===== config.mk =====
export PLATFORM = sky130hd
export DESIGN_NAME = text_console_cursor_engine_core
export DESIGN_NICKNAME = d
export VERILOG_FILES = /design/src/hdl/tcce_pkg.sv /design/src/hdl/tcce_front.sv /design/src/hdl/tcce_queue.sv /design/src/hdl/tcce_back.sv /design/src/hdl/text_console_cursor_engine_core.sv
export SDC_FILE = /design/constraint.sdc
export NUM_CORES = 1
export LEC_CHECK = 0
export BUFFER_PORTS_ARGS = -buffer_cell sky130_fd_sc_hd__clkbuf_2
export CAP_MARGIN = 30
export CORE_MARGIN = 4
export CORE_UTILIZATION = 29
export DETAILED_ROUTE_END_ITERATION = 8
export PLACE_DENSITY = 0.45
export SKIP_LAST_GASP = 1
export SLEW_MARGIN = 20
export SYNTH_ARGS = -nofsm -noshare
export SYNTH_HDL_FRONTEND = slang
export SYNTH_SLANG_ARGS = --single-unit
export TNS_END_PERCENT = 20

===== constraint.sdc =====
create_clock -name clk -period 8 [get_ports clk]
set_input_delay 0.4 -clock clk [delete_from_list [all_inputs] [get_ports clk]]
set_output_delay 0.4 -clock clk [all_outputs]
set_load 0.02 [all_outputs]

===== src/hdl/tcce_pkg.sv =====
package tcce_pkg;

	localparam int CELL_PIXELS = 8;
	localparam int CELL_SHIFT  = 3;
	localparam int TAB_STEP    = 4;
	localparam int QDEPTH      = 2;

	localparam logic [7:0] CH_LF    = 8'h0A;
	localparam logic [7:0] CH_CR    = 8'h0D;
	localparam logic [7:0] CH_TAB   = 8'h09;
	localparam logic [7:0] CH_BS    = 8'h08;
	localparam logic [7:0] CH_SPACE = 8'h20;

	localparam logic CMD_PUT = 1'b0;
	localparam logic CMD_POS = 1'b1;

	localparam logic [1:0] REG_FG   = 2'd0;
	localparam logic [1:0] REG_BG   = 2'd1;
	localparam logic [1:0] REG_DISP = 2'd2;

	localparam logic [31:0] FG_RESET = 32'hFFFF_FFFF;
	localparam logic [31:0] BG_RESET = 32'hFF00_0000;

	typedef enum logic [1:0] {
		ACT_ECHO   = 2'd0,
		ACT_DRAW   = 2'd1,
		ACT_SCROLL = 2'd2,
		ACT_POS    = 2'd3
	} action_t;

	typedef enum logic {
		PH_FIRST,
		PH_SCROLL
	} phase_t;

	// one decoded request, handed from front to back
	typedef struct packed {
		action_t     action;
		logic [7:0]  glyph;
		logic [9:0]  pixel_x;
		logic [9:0]  pixel_y;
		logic [31:0] color;
		logic [7:0]  echo_char;
		logic        echo_valid;
		logic [6:0]  cursor_col;
		logic [6:0]  cursor_row;
		logic        scroll;
	} rec_t;

endpackage


===== src/hdl/tcce_front.sv =====
module tcce_front #(
	parameter int COLS = 128,
	parameter int ROWS = 96
) (
	input  logic              clk,
	input  logic              arst_n,
	input  logic              cfg_we,
	input  logic [1:0]        cfg_addr,
	input  logic [31:0]       cfg_data,
	input  logic              s_tvalid,
	output logic              s_tready,
	input  logic [23:0]       s_tdata,
	input  logic [0:0]        s_tuser,
	input  logic              q_full,
	output logic              push,
	output tcce_pkg::rec_t    push_rec,
	output logic [31:0]       bg_color
);
	import tcce_pkg::*;

	localparam logic [7:0] COLS_W  = 8'(COLS);
	localparam logic [7:0] ROWS_W  = 8'(ROWS);
	localparam logic [6:0] COLS_M1 = 7'(COLS - 1);
	localparam logic [6:0] ROWS_M1 = 7'(ROWS - 1);
	localparam logic [7:0] TAB_MASK = ~8'(TAB_STEP - 1);

	logic [31:0] fg_color_q, bg_color_q;
	logic        disp_q;
	logic [6:0]  col_q, row_q;

	logic        cmd;
	logic [7:0]  ch;
	logic [6:0]  nc, nr;
	logic [7:0]  col_n, row_n, tab_col, inc_col;
	logic [6:0]  draw_col, draw_row;
	logic [6:0]  col_o, row_o;
	logic        draw, scroll;
	logic [7:0]  gl;
	logic [31:0] colr;
	rec_t        rec;

	assign cmd = s_tuser[0];
	assign ch  = s_tdata[7:0];
	assign nc  = s_tdata[14:8];
	assign nr  = s_tdata[21:15];

	assign s_tready = !q_full;
	assign push     = s_tvalid && s_tready;
	assign bg_color = bg_color_q;

	assign tab_col = ({1'b0, col_q} + 8'(TAB_STEP)) & TAB_MASK;
	assign inc_col = {1'b0, col_q} + 8'd1;

	always_comb begin
		col_n    = {1'b0, col_q};
		row_n    = {1'b0, row_q};
		draw     = 1'b0;
		gl       = 8'd0;
		draw_col = col_q;
		draw_row = row_q;
		colr     = 32'd0;
		unique case (ch)
			CH_LF: begin
				col_n = 8'd0;
				row_n = {1'b0, row_q} + 8'd1;
			end
			CH_CR: begin
				col_n = 8'd0;
			end
			CH_TAB: begin
				if (tab_col >= COLS_W) begin
					col_n = 8'd0;
					row_n = {1'b0, row_q} + 8'd1;
				end else begin
					col_n = tab_col;
				end
			end
			CH_BS: begin
				if (col_q != 7'd0) begin
					col_n = {1'b0, col_q} - 8'd1;
				end else if (row_q != 7'd0) begin
					col_n = {1'b0, COLS_M1};
					row_n = {1'b0, row_q} - 8'd1;
				end
				draw     = 1'b1;
				gl       = CH_SPACE;
				draw_col = col_n[6:0];
				draw_row = row_n[6:0];
				colr     = bg_color_q;
			end
			default: begin
				draw = 1'b1;
				gl   = ch;
				colr = fg_color_q;
				if (inc_col >= COLS_W) begin
					col_n = 8'd0;
					row_n = {1'b0, row_q} + 8'd1;
				end else begin
					col_n = inc_col;
				end
			end
		endcase
		scroll = (row_n >= ROWS_W);
		col_o  = col_n[6:0];
		row_o  = scroll ? ROWS_M1 : row_n[6:0];
	end

	always_comb begin
		rec = '0;
		if (cmd == CMD_POS) begin
			rec.action     = ACT_POS;
			rec.cursor_col = (nc > COLS_M1) ? COLS_M1 : nc;
			rec.cursor_row = (nr > ROWS_M1) ? ROWS_M1 : nr;
		end else if (!disp_q) begin
			rec.action     = ACT_ECHO;
			rec.echo_char  = ch;
			rec.echo_valid = 1'b1;
			rec.cursor_col = col_q;
			rec.cursor_row = row_q;
		end else begin
			rec.action     = draw ? ACT_DRAW : ACT_ECHO;
			rec.glyph      = gl;
			rec.pixel_x    = draw ? {draw_col, 3'b000} : 10'd0;
			rec.pixel_y    = draw ? {draw_row, 3'b000} : 10'd0;
			rec.color      = colr;
			rec.echo_char  = ch;
			rec.echo_valid = 1'b1;
			rec.cursor_col = col_o;
			rec.cursor_row = row_o;
			rec.scroll     = scroll;
		end
	end

	assign push_rec = rec;

	always_ff @(posedge clk or negedge arst_n) begin
		if (!arst_n) begin
			fg_color_q <= FG_RESET;
			bg_color_q <= BG_RESET;
			disp_q     <= 1'b0;
		end else if (cfg_we) begin
			case (cfg_addr)
				REG_FG:   fg_color_q <= cfg_data;
				REG_BG:   bg_color_q <= cfg_data;
				REG_DISP: disp_q     <= cfg_data[0];
				default:  ;
			endcase
		end
	end

	always_ff @(posedge clk or negedge arst_n) begin
		if (!arst_n) begin
			col_q <= 7'd0;
			row_q <= 7'd0;
		end else if (push) begin
			col_q <= rec.cursor_col;
			row_q <= rec.cursor_row;
		end
	end

	// cursor never leaves the grid
	a_cursor_in_grid: assert property (@(posedge clk) disable iff (!arst_n)
		({1'b0, col_q} < COLS_W) && ({1'b0, row_q} < ROWS_W))
		else $error("cursor outside grid");

endmodule


===== src/hdl/tcce_queue.sv =====
module tcce_queue (
	input  logic            clk,
	input  logic            arst_n,
	input  logic            push,
	input  tcce_pkg::rec_t  push_rec,
	output logic            full,
	input  logic            pop,
	output logic            q_valid,
	output tcce_pkg::rec_t  q_rec
);
	import tcce_pkg::*;

	localparam int PTR_W = (QDEPTH > 1) ? $clog2(QDEPTH) : 1;
	localparam int CNT_W = $clog2(QDEPTH + 1);
	localparam logic [CNT_W-1:0] DEPTH_C = CNT_W'(QDEPTH);
	localparam logic [PTR_W-1:0] LAST_P  = PTR_W'(QDEPTH - 1);

	rec_t             mem_q [QDEPTH];
	logic [PTR_W-1:0] wr_ptr_q, rd_ptr_q;
	logic [CNT_W-1:0] cnt_q;
	logic             do_push, do_pop;

	assign full    = (cnt_q == DEPTH_C);
	assign q_valid = (cnt_q != '0);
	assign q_rec   = mem_q[rd_ptr_q];
	assign do_push = push && !full;
	assign do_pop  = pop && q_valid;

	always_ff @(posedge clk) begin
		if (do_push) begin
			mem_q[wr_ptr_q] <= push_rec;
		end
	end

	always_ff @(posedge clk or negedge arst_n) begin
		if (!arst_n) begin
			wr_ptr_q <= '0;
			rd_ptr_q <= '0;
			cnt_q    <= '0;
		end else begin
			if (do_push) begin
				wr_ptr_q <= (wr_ptr_q == LAST_P) ? '0 : wr_ptr_q + PTR_W'(1);
			end
			if (do_pop) begin
				rd_ptr_q <= (rd_ptr_q == LAST_P) ? '0 : rd_ptr_q + PTR_W'(1);
			end
			if (do_push && !do_pop) begin
				cnt_q <= cnt_q + CNT_W'(1);
			end else if (do_pop && !do_push) begin
				cnt_q <= cnt_q - CNT_W'(1);
			end
		end
	end

	a_cnt_bound: assert property (@(posedge clk) disable iff (!arst_n)
		cnt_q <= DEPTH_C)
		else $error("queue count overflow");

	a_no_push_full: assert property (@(posedge clk) disable iff (!arst_n)
		!(push && full))
		else $error("request pushed into full queue");

endmodule


===== src/hdl/tcce_back.sv =====
module tcce_back (
	input  logic            clk,
	input  logic            arst_n,
	input  logic            q_valid,
	input  tcce_pkg::rec_t  q_rec,
	output logic            pop,
	input  logic [31:0]     bg_color,
	output logic            m_tvalid,
	input  logic            m_tready,
	output logic [87:0]     m_tdata,
	output logic [1:0]      m_tuser,
	output logic            m_tlast
);
	import tcce_pkg::*;

	phase_t      phase_q, phase_n;
	logic        load, sel_scroll;
	logic        m_tvalid_q;
	action_t     action_q;
	logic [7:0]  glyph_q, echo_q;
	logic [9:0]  px_q, py_q;
	logic [31:0] color_q;
	logic        ev_q, last_q;
	logic [6:0]  col_q, row_q;

	// output register free or draining this cycle
	assign load = !m_tvalid_q || m_tready;

	always_comb begin
		phase_n = phase_q;
		unique case (phase_q)
			PH_FIRST:  if (load && q_valid && q_rec.scroll) phase_n = PH_SCROLL;
			PH_SCROLL: if (load) phase_n = PH_FIRST;
			default:   phase_n = PH_FIRST;
		endcase
	end

	always_comb begin
		pop        = 1'b0;
		sel_scroll = 1'b0;
		unique case (phase_q)
			PH_FIRST:  pop = load && q_valid;
			PH_SCROLL: sel_scroll = load;
			default:   ;
		endcase
	end

	always_ff @(posedge clk or negedge arst_n) begin
		if (!arst_n) begin
			phase_q    <= PH_FIRST;
			m_tvalid_q <= 1'b0;
		end else begin
			phase_q <= phase_n;
			if (load) begin
				m_tvalid_q <= pop || sel_scroll;
			end
		end
	end

	always_ff @(posedge clk) begin
		if (pop) begin
			action_q <= q_rec.action;
			glyph_q  <= q_rec.glyph;
			px_q     <= q_rec.pixel_x;
			py_q     <= q_rec.pixel_y;
			color_q  <= q_rec.color;
			echo_q   <= q_rec.echo_char;
			ev_q     <= q_rec.echo_valid;
			col_q    <= q_rec.cursor_col;
			row_q    <= q_rec.cursor_row;
			last_q   <= !q_rec.scroll;
		end else if (sel_scroll) begin
			// cursor fields kept from the first result
			action_q <= ACT_SCROLL;
			glyph_q  <= 8'd0;
			px_q     <= 10'd0;
			py_q     <= 10'd0;
			color_q  <= bg_color;
			echo_q   <= 8'd0;
			ev_q     <= 1'b0;
			last_q   <= 1'b1;
		end
	end

	assign m_tvalid = m_tvalid_q;
	assign m_tuser  = action_q;
	assign m_tlast  = last_q;
	assign m_tdata  = {5'd0, row_q, col_q, ev_q, echo_q, color_q, py_q, px_q, glyph_q};

	a_scroll_pending: assert property (@(posedge clk) disable iff (!arst_n)
		(phase_q == PH_SCROLL) |-> (m_tvalid_q && !last_q))
		else $error("scroll pending without open first result");

	a_scroll_follows: assert property (@(posedge clk) disable iff (!arst_n)
		(phase_q == PH_SCROLL && load) |=> (m_tvalid_q && action_q == ACT_SCROLL && last_q))
		else $error("scroll result not issued");

endmodule


===== src/hdl/text_console_cursor_engine_core.sv =====
// Text console cursor engine.
// Input stream s_*: one request per beat. s_tuser[0] = cmd (0 put char, 1 set
// position). s_tdata = char_code[7:0], new_col[14:8], new_row[21:15].
// Output stream m_*: one or two results per request; m_tlast marks the final
// one. m_tuser = action. A put char with the display enabled that runs past
// the last row gives a draw/echo result followed by a scroll result.
// Config: cfg_we writes cfg_data into register cfg_addr (0 fg_color,
// 1 bg_color, 2 display_enabled); write only while the block is idle.
// Accepted requests pass the queue and then the output register to m_*.
// Throughput: one request per cycle while m_tready stays high; a scroll
// result stalls the queue. The front decodes combinationally, updates the
// cursor on accept and pushes into a 2-entry queue drained by the back.
// m_tready low fills the queue, then s_tready drops; no result is lost.
// Reset (arst_n low) clears the cursor to 0,0, empties the queue and restores
// register defaults.
module text_console_cursor_engine_core #(
	parameter int COLS = 128,
	parameter int ROWS = 96
) (
	input  logic        clk,
	input  logic        arst_n,
	input  logic        cfg_we,
	input  logic [1:0]  cfg_addr,
	input  logic [31:0] cfg_data,
	input  logic        s_tvalid,
	output logic        s_tready,
	input  logic [23:0] s_tdata,   // char_code[7:0], new_col[14:8], new_row[21:15]
	input  logic [0:0]  s_tuser,   // cmd[0]
	output logic        m_tvalid,
	input  logic        m_tready,
	// glyph[7:0], pixel_x[17:8], pixel_y[27:18], color[59:28], echo_char[67:60],
	// echo_valid[68], cursor_col[75:69], cursor_row[82:76]
	output logic [87:0] m_tdata,
	output logic [1:0]  m_tuser,   // action[1:0]
	output logic        m_tlast
);
	import tcce_pkg::*;

	logic        q_full, push, q_valid, pop;
	rec_t        push_rec, q_rec;
	logic [31:0] bg_color;

	tcce_front #(
		.COLS(COLS),
		.ROWS(ROWS)
	) u_front (
		.clk      (clk),
		.arst_n   (arst_n),
		.cfg_we   (cfg_we),
		.cfg_addr (cfg_addr),
		.cfg_data (cfg_data),
		.s_tvalid (s_tvalid),
		.s_tready (s_tready),
		.s_tdata  (s_tdata),
		.s_tuser  (s_tuser),
		.q_full   (q_full),
		.push     (push),
		.push_rec (push_rec),
		.bg_color (bg_color)
	);

	tcce_queue u_queue (
		.clk      (clk),
		.arst_n   (arst_n),
		.push     (push),
		.push_rec (push_rec),
		.full     (q_full),
		.pop      (pop),
		.q_valid  (q_valid),
		.q_rec    (q_rec)
	);

	tcce_back u_back (
		.clk      (clk),
		.arst_n   (arst_n),
		.q_valid  (q_valid),
		.q_rec    (q_rec),
		.pop      (pop),
		.bg_color (bg_color),
		.m_tvalid (m_tvalid),
		.m_tready (m_tready),
		.m_tdata  (m_tdata),
		.m_tuser  (m_tuser),
		.m_tlast  (m_tlast)
	);

endmodule

* After elaboration in Yosys (flattened, before gate mapping)
Memories as Yosys holds them, arrays and structs flattened. Index checks and enable logic that the tools add are counted.
Operators by class: $add $sub $neg 9, $lt $le $gt $ge 5, eq/ne operators 7, muxes and demuxes 53, bitwise operators 1, reduce and logical (&&, ||, !) cells 25
Operators with widths (count):
- two-way mux 69 bit | 1
- two-way mux 32 bit | 2
- one-hot mux 32 bit (2 select lines) | 1
- two-way mux 7 bit | 9
- two-way mux 60 bit | 1
- two-way mux 8 bit | 7
- two-way mux 10 bit | 5
- == test 8 x 4 -> 1 bit, second input constant | 4
- one-hot mux 8 bit (4 select lines) | 1
- two-way mux 14 bit | 2
- one-hot mux 7 bit (3 select lines) | 1
- adder 7 x 1 -> 8 bit, second input constant | 2
- >= comparator 8 bit, second input constant | 2
- one-hot mux 8 bit (2 select lines) | 1
- two-way mux 1 bit | 15
- > comparator 7 bit, second input constant | 2
- nonzero test 7 bit | 2
- two-way mux 2 bit | 6
- adder 7 x 3 -> 8 bit, second input constant | 1
- >= comparator 8 x 7 -> 1 bit, second input constant | 1
- subtractor 7 x 1 -> 8 bit, second input constant | 1
- logical AND 1 bit | 7
- subtractor 7 x 1 -> 7 bit, second input constant | 1
- AND reduction 2 bit | 3
- 13 further kinds | 22
Word-level totals: bits in registers 171, memory bits (writable) 172, input bits 64, logic and storage cells 121, memories kept 1
Memory list:
- u_queue.mem_q | words 2, bits a word 86, rd ports 1, clocked after Yosys merged registers in 0, write ports 1, line tcce_queue.sv:18 | rec_t mem_q [QDEPTH];

* Depth between registers and ports, before layout
Gate-level depths: netlist (run 1).
depth after elaboration 8, depth in mapped cells 12

* Cells and area by module
Synthesis (run 1) repeated with hierarchy kept, for this count alone.
Second synthesis, totals: cell total of the unflattened synthesis 1036, area, all modules 15368.5 um^2
Modules (own cells, without submodules):
- tcce_queue | instances 1, cells each 287, area an instance 6525.0 um^2, sequential area each 5265.0 um^2
- tcce_front | instances 1, cells each 568, area an instance 5357.6 um^2, sequential area each 2026.9 um^2
- tcce_back | instances 1, cells each 181, area an instance 3485.8 um^2, sequential area each 2632.5 um^2

* Least setup slack after synthesis (run 1)
Ideal clock, no wire load.
path type register -> register, start register u_queue.cnt_q[0], end memory u_queue.mem_q[0][0] (netlist bit) (enable), arrival time 4.609 ns, data required time 7.481 ns, slack 2.872 ns, cell stages (with the launch flop) 6, path buffers 2, cells stage by stage dfrtp_1 > clkbuf_1 > nand2b_1 > nand2_1 > clkbuf_1 > nor2_1
On the way: word-level cells in the longest chain between the ends 6
RTL lines:
- from (decl) | line tcce_queue.sv:20 | logic [CNT_W-1:0] cnt_q;
- from (signal assigned) | line tcce_queue.sv:48 | cnt_q <= cnt_q + CNT_W'(1);
- from (signal assigned) | line tcce_queue.sv:50 | cnt_q <= cnt_q - CNT_W'(1);
- == test 2 bit * | line tcce_queue.sv:23 | assign full = (cnt_q == DEPTH_C);
- zero test 1 bit * | line tcce_front.sv:47 | assign s_tready = !q_full;
- net s_tready | line text_console_cursor_engine_core.sv:26 | output logic s_tready,
- logical AND 1 bit | line tcce_front.sv:48 | assign push = s_tvalid && s_tready;
- logical AND 1 bit * | line tcce_queue.sv:26 | assign do_push = push && !full;
- two-way mux 1 bit * | line tcce_queue.sv:30 | if (do_push) begin
- two-way mux 1 bit (implied by the code) * | line tcce_queue.sv:31 | mem_q[wr_ptr_q] <= push_rec;
- to (decl) | line tcce_queue.sv:18
The timed path passes the listed nets; every way through them passes the cells marked *.

==> results of run 1 <==
through the flow:
step / hold WS, ns / total power, mW / instances / setup WS, ns
detailed placement: 0.448 / 4.73 / 1722 / 4.39
floorplan: 0.104 / 4.07 / 1021 / 2.87
finish: 0.0993 / 6.44 / 1794 / 4.31
global route: 0.0722 / 6.83 / 1793 / 3.99
CTS: 0.0601 / 6.56 / 1792 / 4.40
global placement: 0.438 / 4.69 / 1719 / 4.37
worst register-to-register path, cell delays in order (launching register included):
cell and delay, ns:
dfrtp_1 0.52, inv_1 0.25, ha_1 0.23, nand4bb_1 0.40
a211oi_1 0.77, nor2_1 0.15, o21a_1 0.21, a2111oi_0 0.38
a21boi_0 0.36, a21oi_1 0.15
logic make-up after synthesis:
logic type,synth area share
multiplexers,0.117
flip-flops,0.667
other,0.000267
adder cells (fa/ha/maj),0.00801
buffers and inverters,0.0271
AND/OR/NAND/NOR,0.0766
XOR/XNOR,0.00747
AO/OA/AOI/OAI,0.0969
state kept, by name, indices dropped and copies added, names as in the netlist, 2 cells and up:
register and cells:
u_queue.mem_q 160, u_back.color_q 32, u_front.bg_color 32, u_front.fg_color_q 32, u_back.echo_q 8, u_back.glyph_q 8, u_back.col_q 7, u_back.px_q 7
u_back.py_q 7, u_back.row_q 7, u_front.col_q 7, u_front.row_q 7, u_back.m_tuser 2, u_queue.cnt_q 2
per-layer routing:
metal	vias up	global-route usage	share of wire
met1	4373	0.184	0.47
met5	-	0	0
met4	0	0.0362	0.021
met3	51	0.0292	0.047
met2	211	0.214	0.46
li1	4094	-	-
final timing paths:
kind	from	to	slack, ns	depth (start not counted)
max	u_front.col_q[2]	u_queue.mem_q[0][1]	4.31	9
min	cfg_data[4]	u_front.bg_color[4]	0.1	2
max reg2reg	u_front.col_q[2]	u_queue.mem_q[0][1]	4.31	9
min reg2reg	u_back.phase_q	u_back.phase_q	0.50	2
max in group asynchronous	arst_n	u_queue.rd_ptr_q	6.51	3
min in group asynchronous	arst_n	u_front.bg_color[18]	0.41	2
power groups by stage:
| stage | combinational (mW) | sequential, mW | clock [mW] |
|---|---|---|---|
| finish | 1.79 | 2.87 | 1.78 |
| global route | 1.98 | 2.93 | 1.91 |
| CTS | 1.83 | 2.88 | 1.85 |
| detailed placement | 1.83 | 2.91 | 0 |
| global placement | 1.79 | 2.90 | 0 |
| floorplan | 1.10 | 2.97 | 0 |
cells in the final DEF (no fill, tap or decap), types with 6 or more instances in the layout:
| master | count |
|---|---|
| nor4_1 | 9 |
| o21ai_0 | 20 |
| a31oi_1 | 6 |
| buf_4 | 15 |
| o31ai_1 | 8 |
| and2_1 | 7 |
| a311oi_1 | 6 |
| nor3_1 | 11 |
| mux2i_1 | 66 |
| clkbuf_16 | 39 |
| nor2_1 | 104 |
| bufinv_16 | 6 |
| xor2_1 | 7 |
| a211oi_1 | 11 |
| nand2_1 | 38 |
| inv_1 | 13 |
| clkinv_1 | 8 |
| o22ai_1 | 6 |
| ha_1 | 9 |
| nor2b_1 | 13 |
| nand2b_1 | 6 |
| clkinv_2 | 10 |
| mux2_2 | 87 |
| dfstp_2 | 40 |
| nand3_1 | 8 |
| conb_1 | 11 |
| a21oi_1 | 63 |
| clkbuf_2 | 142 |
| dfrtp_1 | 44 |
| a22o_1 | 34 |
| edfxtp_1 | 240 |
layout make-up:
type                    count  area (µm²)
diodes                      1        2.50
well taps                 615         769
clock inverters            28         300
multi-input cells         608        4390
flip-flops and latches    325        9390
repair buffers            161         893
fillers                  4713       31100
inverters                  15        57.6
clock buffers              41         983
==> reports/metrics.yaml, run 1 <==
antenna_found_initial: 1
ys.flop_type: "edfxtp_1"
place_congestion: 0.843
pwr-share-comb: 0.278
crit_family: "compound AO/OA/AOI/OAI gates"
fmax_mhz: 271
intPower_mw: 4.25
clock_path_buffers: 3
synthDistinctLibCells: 70
initial_utilization: 0.294
fin_skew_ns: 0.0155
ctsResizeCount: 0
path_class: "reg -> reg"
synth_top_area_cell: "edfxtp_1"
tns_ns: 0
vdd_drop_max_mv: 0.135
synth_top_cells_by_area: "edfxtp_1 51%, dfrtp_1 8.0%, dfstp_2 7.5%"
drive_gt1_frac: 0.312
tritoncts: "done"
cts_hold_buf: 1
grt_pass1_wl_um: 54300
cpPeakStageDelay_ns: 0.77
power_density_nw_per_um2: 384
p_leak_nw: 6.36
path_buf_inv: 1
dpl-instance-area_um2: 15500
critPathSlowestCell: "a211oi_1"
track_usage: 0.134
post-synth-top-count-cell: "edfxtp_1"
die_w_um: 228
min_period_over_period: 0.461
path_cells: "inv_1 -> ha_1 -> nand4bb_1 -> a211oi_1 -> nor2_1 -> o21a_1 -> a2111oi_0 -> a21boi_0 -> a21oi_1"
fin_area_um2: 16800
nNetsFinal: 1222
core_area_um2: 47800
area_growth_pct: 19.3
firstDrtPassIters: 4
p_seq_frac: 0.446
crit_fanout: 10
fin_util: 0.351
final-setup-viol-count: 0
overflow: 0
path_clk_slew_ns: 0.06
grt_max_degree: 64
hp-class: "in -> reg"
yosysTopAreaCellShare: 0.512
synth_common_cells: "240 x edfxtp_1, 107 x nor2_1, 87 x mux2_2, 66 x mux2i_1, 63 x a21oi_1"
grt_pass1_vias: 8887
cp.arrival_ns: 3.96
io_pins: 157
hold_violations: 0
fp-row-count: 80
insertion_delay_ns: 0.55
netlist_area_um2: 14100
drc_errors: 0
relSlewSlack: 0.352
end_kind: "register"
seq_area_frac_synth: 0.667
status: "finished, final reports clean"
syn_avg_cell_area_um2: 13.9
dieArea_um2: 52100
cp-start-kind: "register"
routed_wl_um: 35700
net-switching-power_mw: 2.20
cts_buffers: 38
post-cts-setup-buffers: 0
drtAntennaViolNets: 0
p_sw_frac: 0.341
postSynthCellCount: 1011
drt_iter0_drc: 601
crit_required_ns: 8.27
hpwl_um: 22400
min_period_ns: 3.69
ys_async_sr_fraction: 0.262
clock_sinks: 325
synth_edf_count: 240
io_buffers: 143
rsz0062_at_grt: "no"
max_cap_violations: 0
p_clk_frac: 0.276
yosys_warnings: 0
synth_seq_cells: 325
cts_root_buf: "clkbuf_16"
die_h_um: 228
post_drt_wl_per_cell_um: 19.9
htree_levels: 2
num_vias: 8729
finalMaxSlewViolations: 0
tightest_slew_ns: 0.970
via_per_inst: 4.87
No activity file was read; power rests on OpenSTA's default activity.
==> run 2: changes to the inputs <==
- clock period: 8 -> 3.7 ns (I/O delays scaled with it)
==> run 2 against run 1 <==
  * Routed wire length up 2.7%
  * Power grew 120%
  * Clock skew increased by 0.0022 ns
  * Register-to-register slack worse by 3.9 ns
  * Sequential power is 110% higher
  * Combinational power up 140%
  * Highest routed layer is now met5
==> reports/metrics.yaml, run 2 (synthesis gave the netlist of run 1 again) <==
dieArea_um2: 52100  # unchanged
power_density_nw_per_um2: 804  # +110%
via_per_inst: 4.79  # -1.5%
io_pins: 157  # unchanged
fin_area_um2: 17300  # +3.0%
intPower_mw: 9.12  # +110%
fp-row-count: 80  # unchanged
fin_skew_ns: 0.0177  # +0.00221 ns
clock_path_buffers: 3  # unchanged
drt_iter0_drc: 501  # -17%
tns_ns: 0  # unchanged
post-cts-setup-buffers: 0  # unchanged
status: "finished, final reports clean"
dp.cells: 1747  # +1.5%
die_h_um: 228  # unchanged
grt_pass1_wl_um: 56700  # +4.3%
tightest_slew_ns: 0.900  # -0.0692 ns
die_w_um: 228  # unchanged
num_vias: 8900  # +2.0%
p_leak_nw: 6.61  # +3.9%
cts_hold_buf: 39  # +38
relSlewSlack: 0.398  # +0.0461
largest_reg_flops: 160  # unchanged
core_area_um2: 47800  # unchanged
track_usage: 0.139  # +0.00579
grt_pass1_vias: 9325  # +4.9%
min_period_ns: 3.34  # -0.353 ns
finalMaxSlewViolations: 0  # unchanged
cts_root_buf: "clkbuf_16"
insertion_delay_ns: 0.55  # about the same
drtAntennaViolNets: 0  # unchanged
rsz0062_at_grt: "no"
place_congestion: 0.868  # +2.9%
min_period_over_period: 0.902  # +0.441
cp-start-kind: "register"
vdd_drop_max_mv: 0.338  # +150%
tritoncts: "done"
max_cap_violations: 0  # unchanged
drc_errors: 0  # unchanged
antenna_cells: 0  # -1
ctsResizeCount: 0  # unchanged
cts_buffers: 38  # unchanged
pwr-share-comb: 0.305  # +0.027
r2r_slack_ns: 0.36  # -3.95 ns
final_cell_mix: "240 x edfxtp_1, 142 x clkbuf_2, 104 x nor2_1, 87 x mux2_2, 66 x mux2i_1"
area_growth_pct: 22.8
multiInputGateArea_um2: 4380  # -0.17%
total_power_mw: 13.9  # +120%
p_sw_frac: 0.343  # +0.00214
regArea_um2: 9390  # unchanged
hold_violations: 0  # unchanged
p_clk_frac: 0.261  # -0.015
io_buffers: 143  # unchanged
crit_start: "u_front.col_q[3]"
final_common_cell: "edfxtp_1"
p_seq_frac: 0.434  # -0.012
drive_gt1_frac: 0.310  # -0.00156
crit_fanout: 10  # unchanged
cp.arrival_ns: 3.61  # -0.35 ns
fin_cells: 1857  # +3.5%
overflow: 0  # unchanged
crit_required_ns: 3.98  # -4.29 ns
final-setup-viol-count: 0  # unchanged
firstDrtPassIters: 4  # unchanged
htree_levels: 2  # unchanged
dpl-instance-area_um2: 15700  # +1.3%
antenna_found_initial: 2  # +1
critPathCapture: "u_queue.mem_q[0][5]"
routed_wl_um: 36700  # +2.7%
initial_utilization: 0.294  # unchanged
clock_sinks: 325  # unchanged
nFillCells: 4694  # -0.40%
regMostFlops: "u_queue.mem_q"
grt_max_degree: 51  # -20%
path_clk_slew_ns: 0.06  # about the same
hpwl_um: 23800  # +6.5%
reg2reg_from: "u_front.col_q[3]"
path_class: "reg -> reg"
r2r-end: "u_queue.mem_q[0][5]"
end_kind: "register"
nNetsFinal: 1285  # +5.2%
post_drt_wl_per_cell_um: 19.7  # -0.80%
hp-class: "in -> reg"
net-switching-power_mw: 4.77  # +120%
fmax_mhz: 300  # +11%
worst-r2r-cell-count: 9  # unchanged
==> run 2: final cells by class <==
cell class,count,area share
sequential,325,0.543
multi-input combinational,608,0.254
clock inverter,21,0.00956
inverter,15,0.00333
timing repair buffer,224,0.0853
clock buffer,49,0.0604
tap,615,0.0445
==> run 2: critical path, cell delays in order (launching register included) <==
cell and delay [ns]:
dfrtp_1 0.50, inv_1 0.19, ha_1 0.22, nand4bb_1 0.40, nor4_4 0.48, a211oi_1 0.10
a2111o_1 0.45, o221a_2 0.20, o32ai_1 0.39, a21oi_1 0.14
==> run 2: metrics by stage <==
step	setup WS, ns	utilization	hold slack (ns)
2_1_floorplan	0.493	-	-0.111
3_3_place_gp	0.431	0.327	0.203
3_5_place_dp	0.367	0.327	0.203
4_1_cts	0.361	0.361	0.00996
5_1_grt	0.158	0.361	0.0366
6_report	0.363	0.361	0.0476
==> run 2: power groups by stage <==
stage,combinational (mW),clock (mW),sequential [mW]
6_report,4.23,3.63,6.03
3_3_place_gp,4.25,0,6.10
3_5_place_dp,4.26,0,6.12
4_1_cts,4.31,3.78,6.06
2_1_floorplan,2.39,0,6.39
5_1_grt,4.67,3.92,6.16
==> run 2: worst min-delay path by stage <==
stage | start | depth (start not counted) | to | slack (ns)
floorplan | arst_n | 0 | u_back.m_tvalid | -0.11
global placement | arst_n | 1 | u_front.bg_color[16] | 0.20
detailed placement | arst_n | 1 | u_front.bg_color[16] | 0.20
CTS | s_tdata[8] | 3 | u_queue.mem_q[0][8] | 0.01
global route | s_tdata[8] | 3 | u_queue.mem_q[1][8] | 0.04
finish | s_tdata[8] | 3 | u_queue.mem_q[1][8] | 0.05
==> run 2: metal layers <==
layer / global-route usage / part of all wire
met1: 0.190 / 0.47
met2: 0.226 / 0.47
met3: 0.0304 / 0.044
met4: 0.0388 / 0.023
met5: 0 / 0.00033
